--- config.mk ---
export PLATFORM = sky130hd
export DESIGN_NAME = cffsa_ctrl
export DESIGN_NICKNAME = d
export VERILOG_FILES = /design/src/rtl/cffsa_pkg.sv /design/src/rtl/cffsa_ctrl.sv
export SDC_FILE = /design/constraint.sdc
export NUM_CORES = 1
export LEC_CHECK = 0
export BUFFER_PORTS_ARGS = -buffer_cell sky130_fd_sc_hd__buf_4
export CAP_MARGIN = 20
export CORE_AREA = 3 3 40 42
export CTS_CLUSTER_DIAMETER = 150
export DETAILED_ROUTE_END_ITERATION = 10
export DIE_AREA = 0 0 43 45
export PLACE_DENSITY_LB_ADDON = 0.3
export SLEW_MARGIN = 5
export SYNTH_ARGS = -nofsm -noshare
export SYNTH_HDL_FRONTEND = slang
export SYNTH_SLANG_ARGS = --single-unit
--- constraint.sdc ---
create_clock -name clk_i -period 3 [get_ports clk_i]
set_input_delay 0 -clock clk_i [delete_from_list [all_inputs] [get_ports clk_i]]
set_output_delay 0 -clock clk_i [all_outputs]
set_load 0.01 [all_outputs]
--- src/rtl/cffsa_pkg.sv ---
// Package for the circular first-free slot allocator.
// Holds field widths, status codes and the command and status types between controller and datapath.
// No dependencies.
package cffsa_pkg;

  localparam int unsigned SLOTS_DEF   = 1024;
  localparam int unsigned COUNT_W     = 11;
  localparam int unsigned SLOT_W      = 11;
  localparam int unsigned STATUS_W    = 2;
  localparam int unsigned TDATA_W     = 16;
  localparam logic [COUNT_W-1:0] COUNT_RESET = 11'd1024;

  localparam logic [STATUS_W-1:0] STATUS_OK    = 2'd0;
  localparam logic [STATUS_W-1:0] STATUS_FULL  = 2'd1;
  localparam logic [STATUS_W-1:0] STATUS_RANGE = 2'd2;

  localparam logic MODE_RELEASE = 1'b1;

  typedef enum logic [3:0] {
    CMD_NONE,
    CMD_CLR_INIT,
    CMD_CLR_LEAF,
    CMD_CLR_READ,
    CMD_CLR_WRITE,
    CMD_LOAD,
    CMD_Q_STEP,
    CMD_Q_DRAIN,
    CMD_ROOT_READ,
    CMD_ROOT_USE,
    CMD_UPD_LEAF,
    CMD_UPD_STEP,
    CMD_RESULT
  } cmd_op_e;

  typedef struct packed {
    cmd_op_e op;
    logic    upd_free;   // leaf update frees the slot (release) instead of taking it
  } dp_cmd_t;

  typedef struct packed {
    logic clr_leaf_last;  // clearing pass is at the lowest leaf
    logic clr_last;       // clearing pass is at the root
    logic q_active;       // range walk still has nodes to visit
    logic found;          // best candidate is a free slot
    logic bad_slot;       // slot number outside 1..count
    logic is_release;     // current item frees a slot
    logic upd_last;       // path repair is at the root
    logic out_free;       // output register can take a result
  } dp_status_t;

endpackage

--- src/rtl/cffsa_ctrl.sv ---
// Controller state machine of the circular first-free slot allocator.
// Sequences clearing, range queries and path repair; depends on cffsa_pkg.
module cffsa_ctrl (
  input  logic                  clk_i,
  input  logic                  rst_ni,
  input  logic                  cfg_we_i,
  input  logic                  in_valid_i,
  output logic                  in_ready_o,
  input  cffsa_pkg::dp_status_t sts_i,
  output cffsa_pkg::dp_cmd_t    cmd_o
);

  localparam logic [3:0] ST_CLR_INIT = 4'd0;
  localparam logic [3:0] ST_CLR_LEAF = 4'd1;
  localparam logic [3:0] ST_CLR_RD   = 4'd2;
  localparam logic [3:0] ST_CLR_WR   = 4'd3;
  localparam logic [3:0] ST_IDLE     = 4'd4;
  localparam logic [3:0] ST_DECODE   = 4'd5;
  localparam logic [3:0] ST_QUERY    = 4'd6;
  localparam logic [3:0] ST_QCHECK   = 4'd7;
  localparam logic [3:0] ST_ROOT     = 4'd8;
  localparam logic [3:0] ST_RCHECK   = 4'd9;
  localparam logic [3:0] ST_UPD      = 4'd10;
  localparam logic [3:0] ST_RESULT   = 4'd11;

  logic [3:0] state_q, state_d;

  always_comb begin
    state_d        = state_q;
    cmd_o.op       = cffsa_pkg::CMD_NONE;
    cmd_o.upd_free = 1'b0;
    in_ready_o     = 1'b0;
    unique case (state_q)
      ST_CLR_INIT: begin
        cmd_o.op = cffsa_pkg::CMD_CLR_INIT;
        state_d  = ST_CLR_LEAF;
      end
      ST_CLR_LEAF: begin
        cmd_o.op = cffsa_pkg::CMD_CLR_LEAF;
        if (sts_i.clr_leaf_last) begin
          state_d = ST_CLR_RD;
        end
      end
      ST_CLR_RD: begin
        cmd_o.op = cffsa_pkg::CMD_CLR_READ;
        state_d  = ST_CLR_WR;
      end
      ST_CLR_WR: begin
        cmd_o.op = cffsa_pkg::CMD_CLR_WRITE;
        state_d  = sts_i.clr_last ? ST_IDLE : ST_CLR_RD;
      end
      ST_IDLE: begin
        in_ready_o = !cfg_we_i;
        if (in_valid_i && !cfg_we_i) begin
          cmd_o.op = cffsa_pkg::CMD_LOAD;
          state_d  = ST_DECODE;
        end
      end
      ST_DECODE: begin
        if (sts_i.bad_slot) begin
          state_d = ST_RESULT;
        end else if (sts_i.is_release) begin
          cmd_o.op       = cffsa_pkg::CMD_UPD_LEAF;
          cmd_o.upd_free = 1'b1;
          state_d        = ST_UPD;
        end else begin
          state_d = ST_QUERY;
        end
      end
      ST_QUERY: begin
        if (sts_i.q_active) begin
          cmd_o.op = cffsa_pkg::CMD_Q_STEP;
        end else begin
          cmd_o.op = cffsa_pkg::CMD_Q_DRAIN;
          state_d  = ST_QCHECK;
        end
      end
      ST_QCHECK: begin
        if (sts_i.found) begin
          cmd_o.op = cffsa_pkg::CMD_UPD_LEAF;
          state_d  = ST_UPD;
        end else begin
          cmd_o.op = cffsa_pkg::CMD_ROOT_READ;
          state_d  = ST_ROOT;
        end
      end
      ST_ROOT: begin
        cmd_o.op = cffsa_pkg::CMD_ROOT_USE;
        state_d  = ST_RCHECK;
      end
      ST_RCHECK: begin
        if (sts_i.found) begin
          cmd_o.op = cffsa_pkg::CMD_UPD_LEAF;
          state_d  = ST_UPD;
        end else begin
          state_d = ST_RESULT;
        end
      end
      ST_UPD: begin
        cmd_o.op = cffsa_pkg::CMD_UPD_STEP;
        if (sts_i.upd_last) begin
          state_d = ST_RESULT;
        end
      end
      ST_RESULT: begin
        if (sts_i.out_free) begin
          cmd_o.op = cffsa_pkg::CMD_RESULT;
          state_d  = ST_IDLE;
        end
      end
      default: begin
        state_d = ST_CLR_INIT;
      end
    endcase
    // a new count restarts the clearing pass
    if (cfg_we_i) begin
      state_d = ST_CLR_INIT;
    end
  end

  always_ff @(posedge clk_i or negedge rst_ni) begin
    if (!rst_ni) begin
      state_q <= ST_CLR_INIT;
    end else begin
      state_q <= state_d;
    end
  end

endmodule

Word-level counts from Yosys, hierarchy flattened
Cells that the tools add are included.
Storage, ports and cells
  flip-flop bits (word level): 4
  bits in latches: 0
  memory bits (writable): 0
  memory bits (read-only): 0
  input port bits: 12
  output and inout port bits: 6
  logic and storage cells: 42
  memories kept: 0
Operators by class
  add/subtract/negate cells: 0
  multiply operators: 0
  divide/modulo/power cells: 0
  magnitude comparators: 0
  eq/ne operators: 16
  shifts and indexed selects: 0
  multiplexer cells: 21
  bitwise operators: 0
  reductions and logical operators: 4
Operators by type and width (count)
  case mux 4 bit (12 select lines): 2
  2-to-1 mux 4 bit: 10
  == test 4 x 3 -> 1 bit (second input constant): 4
  == test 4 bit (second input constant): 4
  inequality test 3 bit (second input constant): 5
  2-to-1 mux 5 bit: 2
  == test 4 x 2 -> 1 bit (second input constant): 2
  2-to-1 mux 3 bit: 2
  AND reduction 5 bit: 1
  == test 4 x 1 -> 1 bit (second input constant): 1
  logical NOT 4 bit: 1
  2-to-1 mux 1 bit: 4
  2-to-1 mux 2 bit: 1
  logical AND 1 bit: 1
  logical NOT 1 bit: 1

Depth between registers and ports, before layout
  depth in word-level cells: 5
  mapped depth: 6
  depth with buffers taken out: 4

Worst setup path after synthesis
Ideal clock, no wire load.
  path kind: reg2reg
  from: reg state_q[1]
  to: reg state_q[2]
  library setup time: 0.123 ns
  arrival: 1.446 ns
  data required time: 2.877 ns
  slack: 1.431 ns
  cell stages (with the launch flop): 6
  buffers on the path: 1
  clock period less this slack: 1.569 ns
  cell sequence: dfrtp_1 buf_6 or3_4 and2_4 o221a_1 o221a_1
On the way
  longest elaborated chain between the ends: 3
  elaborated cells on any way between the ends: 20
  classes of those cells: 16 x eq/ne; 2 x mux; 2 x reduce/logical
RTL lines
  start, declared: line cffsa_ctrl.sv:26  | logic [3:0] state_q, state_d;
  start signal, assigned: line cffsa_ctrl.sv:125  | state_q <= state_d;
  == test 4 bit, or another cell as far along: line cffsa_ctrl.sv:33  | unique case (state_q)
  case mux 4 bit (12 select lines) / inequality test 3 bit (equally long branches)
  2-to-1 mux 4 bit / AND reduction 5 bit (equally long branches)
Parallel ways exist; a longest one is shown, timed or not.
A chain may end at the register's enable or synchronous reset.

==> impl_metrics.csv <==
group,metric,value,unit
run_status,status,"finished, final reports clean",
critical_path,critical-path-max-stage-delay,0.56,ns
floorplan,core_area,1285,sq um
grt,grt.overflow.total,0,
clocking,root_buffer,"clkbuf_4",
power,pwr_density_cell,663.6,nW/um^2
sta,timing.final.crit_share,60.71,%
final_layout,n_antenna_cell,0,
placed_design,gp_congestion,0.8097,
critical_path,end_kind,"primary output",
final_layout,top_regs,"state_q: 4 flops",
final_layout,syn2layout_area_growth,29.10,%
clocking,cts.sinks,4,
floorplan,die_h,45,um
clocking,path_clk_slew,0.05,ns
grt,grt_pass1_vias,543,
grt,grt_pass1_wl,2.277,mm
floorplan,fp-row-count,13,
yosys,yosysSeqAreaShare,18.48,%
critical_path,crit_type,"flop to primary output",
sta,period_minus_slack,1.821,ns
critical_path,cp_cell_sequence,"or2_2, nor3_1, nand2_1, o21ai_0, buf_4",
critical_path,worst_r2r_endpoint,"state_q[2]",
critical_path,cp_max_fo,18,
placed_design,portBuffers,17,
power,irDropWorstVdd,329.4,uV
yosys,syn_nets,85,
sta,max-slew-margin-rel,63.17,%
drt,highest_layer,"met3",
sta,finalSetupViolCount,0,
power,leakage,0.2974,nW
sta,finalSetupTns,0,ns
drt,drc,0,
clocking,clock_latency,0.24,ns
final_layout,finalNonFillerCells,104,
critical_path,arrival,1.82,ns
critical_path,reg2reg_slack,1.24,ns
placed_design,dp_slack,1.247,ns
yosys,ys_seq_elements,4,
yosys,syn_area,541.8,sq um
clocking,clk_path_buf_depth,2,
sta,maxSlewViolCount,0,
grt,grt_util_all_layers,15.24,%
yosys,syn_inst,73,
sta,fmax,549.1,MHz
final_layout,largest_reg_flops,4,
drt,vias,592,
placed_design,hpwl,1.036,mm
sta,layout_setup_ws,1.179,ns
grt,antenna_found_initial,0,
floorplan,io_pins,18,
floorplan,dieArea,1935,sq um
clocking,cts_tree,"built",
drt,wl_met3,46,um
drt,wl,1.430,mm
worst_hold_path,min_path_type,"input port to async pin",
final_layout,drive_above_1_share,28.09,%
floorplan,fp.dieW,43,um
sta,finalClockSkew,0.01096,ns
drt,antenna_left,0,
clocking,cts_buffers,3,
sta,hold_viol_final,0,
floorplan,initial_core_util,42.16,%
yosys,synth_cell_types,35,
clocking,cts_resized,0,
clocking,cts_max_level,1,
job,drv_cap,0,
sta,tightest_slew,0.5525,ns
drt,met1_length,702,um
drt,first_pass_iters,4,
critical_path,slowest_stage,"dfrtp_1",
drt,route.met2.wl,681,um
final_layout,final_nets,103,
drt,drt-wirelength-per-cell,13.75,um
final_layout,regMostFlops,"state_q",
power,power.total,0.0004641,W
placed_design,post-place-cells,99,
drt,vias_per_cell,5.692,
yosys,ys_warn_count,0,
drt,drt-initial-drc-count,9,
critical_path,crit_buf_inv,1,
critical_path,start_kind,"flop",
yosys,synth.top_cell.area_share,18.48,%
critical_path,crit_family,"simple AND/OR/NAND/NOR gates",
critical_path,r2r-start,"state_q[1]",
yosys,yosys-top-cells-area,"dfrtp_1 18%, nor2b_1 5.8%, a21oi_1 5.5%, nand2b_1 4.6%, o221a_1 4.2%",
yosys,synth_top_cell_by_area,"dfrtp_1",
sta,grt_setup_unrepaired,"no",
clocking,cts_setup_buffers,0,
critical_path,crit_required,3.00,ns
grt,grt_max_degree,19,
yosys,avgSynthCellArea,7.422,sq um
clocking,cts_hold_buf,2,
critical_path,reg2reg_depth,4,
power by group:
| group | switching [W] | total, W | internal [W] |
|---|---|---|---|
| clock network | 0.0000260 | 0.0000711 | 0.0000450 |
| registers | 0.0000704 | 0.000139 | 0.0000682 |
| logic | 0.000117 | 0.000254 | 0.000137 |
| total | 0.000214 | 0.000464 | 0.000251 |
metrics by stage:
stage          hold slack (ns)  cell area (sq um)  utilization (%)
6_report               0.08770              699.4            54.43
5_1_grt                0.09557              699.4            54.43
4_1_cts                0.08310              699.4            54.43
3_5_place_dp           -0.1991              656.9            51.12
3_3_place_gp           -0.2024              656.9            51.12
2_1_floorplan          -0.2956              541.8                -
logic make-up (layout without fill, tap and decap cells):
group | count (synthesis) | count (layout) | synth area share (%)
and+or+nand+nor | 28 | 28 | 30.49
muxes | 1 | 1 | 1.848
buffers and inverters | 10 | 26 | 8.542
AOI/OAI and AO/OA | 30 | 30 | 40.65
DFF | 4 | 4 | 18.48
cell usage in the layout, fill, tap and decap left out, types with 3 or more instances in the layout:
cell and count:
a21oi_1 6, buf_4 17, clkbuf_4 3, dfrtp_1 4, inv_1 4, nand2_1 5
nand2b_1 4, nor2b_1 5, o21ai_0 4, o22ai_1 3
worst max-delay path by stage:
stage	start	to	slack, ns	depth (start not counted)
finish	state_q[0]	cmd_o[1]	1.18	5
global route	state_q[0]	cmd_o[1]	1.05	5
CTS	state_q[0]	cmd_o[1]	1.17	5
detailed placement	state_q[1]	state_q[2]	1.25	4
global placement	state_q[1]	state_q[2]	1.27	4
floorplan	state_q[1]	state_q[2]	1.43	5
layer usage:
layer | vias to the layer above | GRT usage (%)
met3 | 0 | 1.195
met2 | 11 | 26.65
met4 | 0 | 7.229
met1 | 272 | 19.04
met5 | - | 0
li1 | 309 | -
Yosys cell counts (all sizes together):
cell type	count
a21oi	6
nand3	2
o2bb2ai	1
nand4	1
or3b	1
o31ai	1
nor2b	5
and2	1
nor3	2
nor2	2
buf	2
or2	2
a211oi	1
o221ai	1
dfrtp	4
a21boi	1
mux2i	1
or3	1
nand3b	2
a22o	1
o2111ai	1
a221o	1
o221a	2
a2bb2oi	2
nand2	5
o31a	1
clkbuf	4
o22ai	4
inv	4
o21ai	4
nand2b	4
o211ai	2
o21a	1
area by class of cell:
cell class | instances | area [sq um]
clock buffer | 3 | 22.52
fill | 133 | 585.6
inverter | 4 | 15.01
multi-input combinational | 59 | 395.4
sequential | 4 | 100.1
tap | 15 | 18.77
timing repair buffer | 19 | 147.6
(Power assumes the default switching activity.)
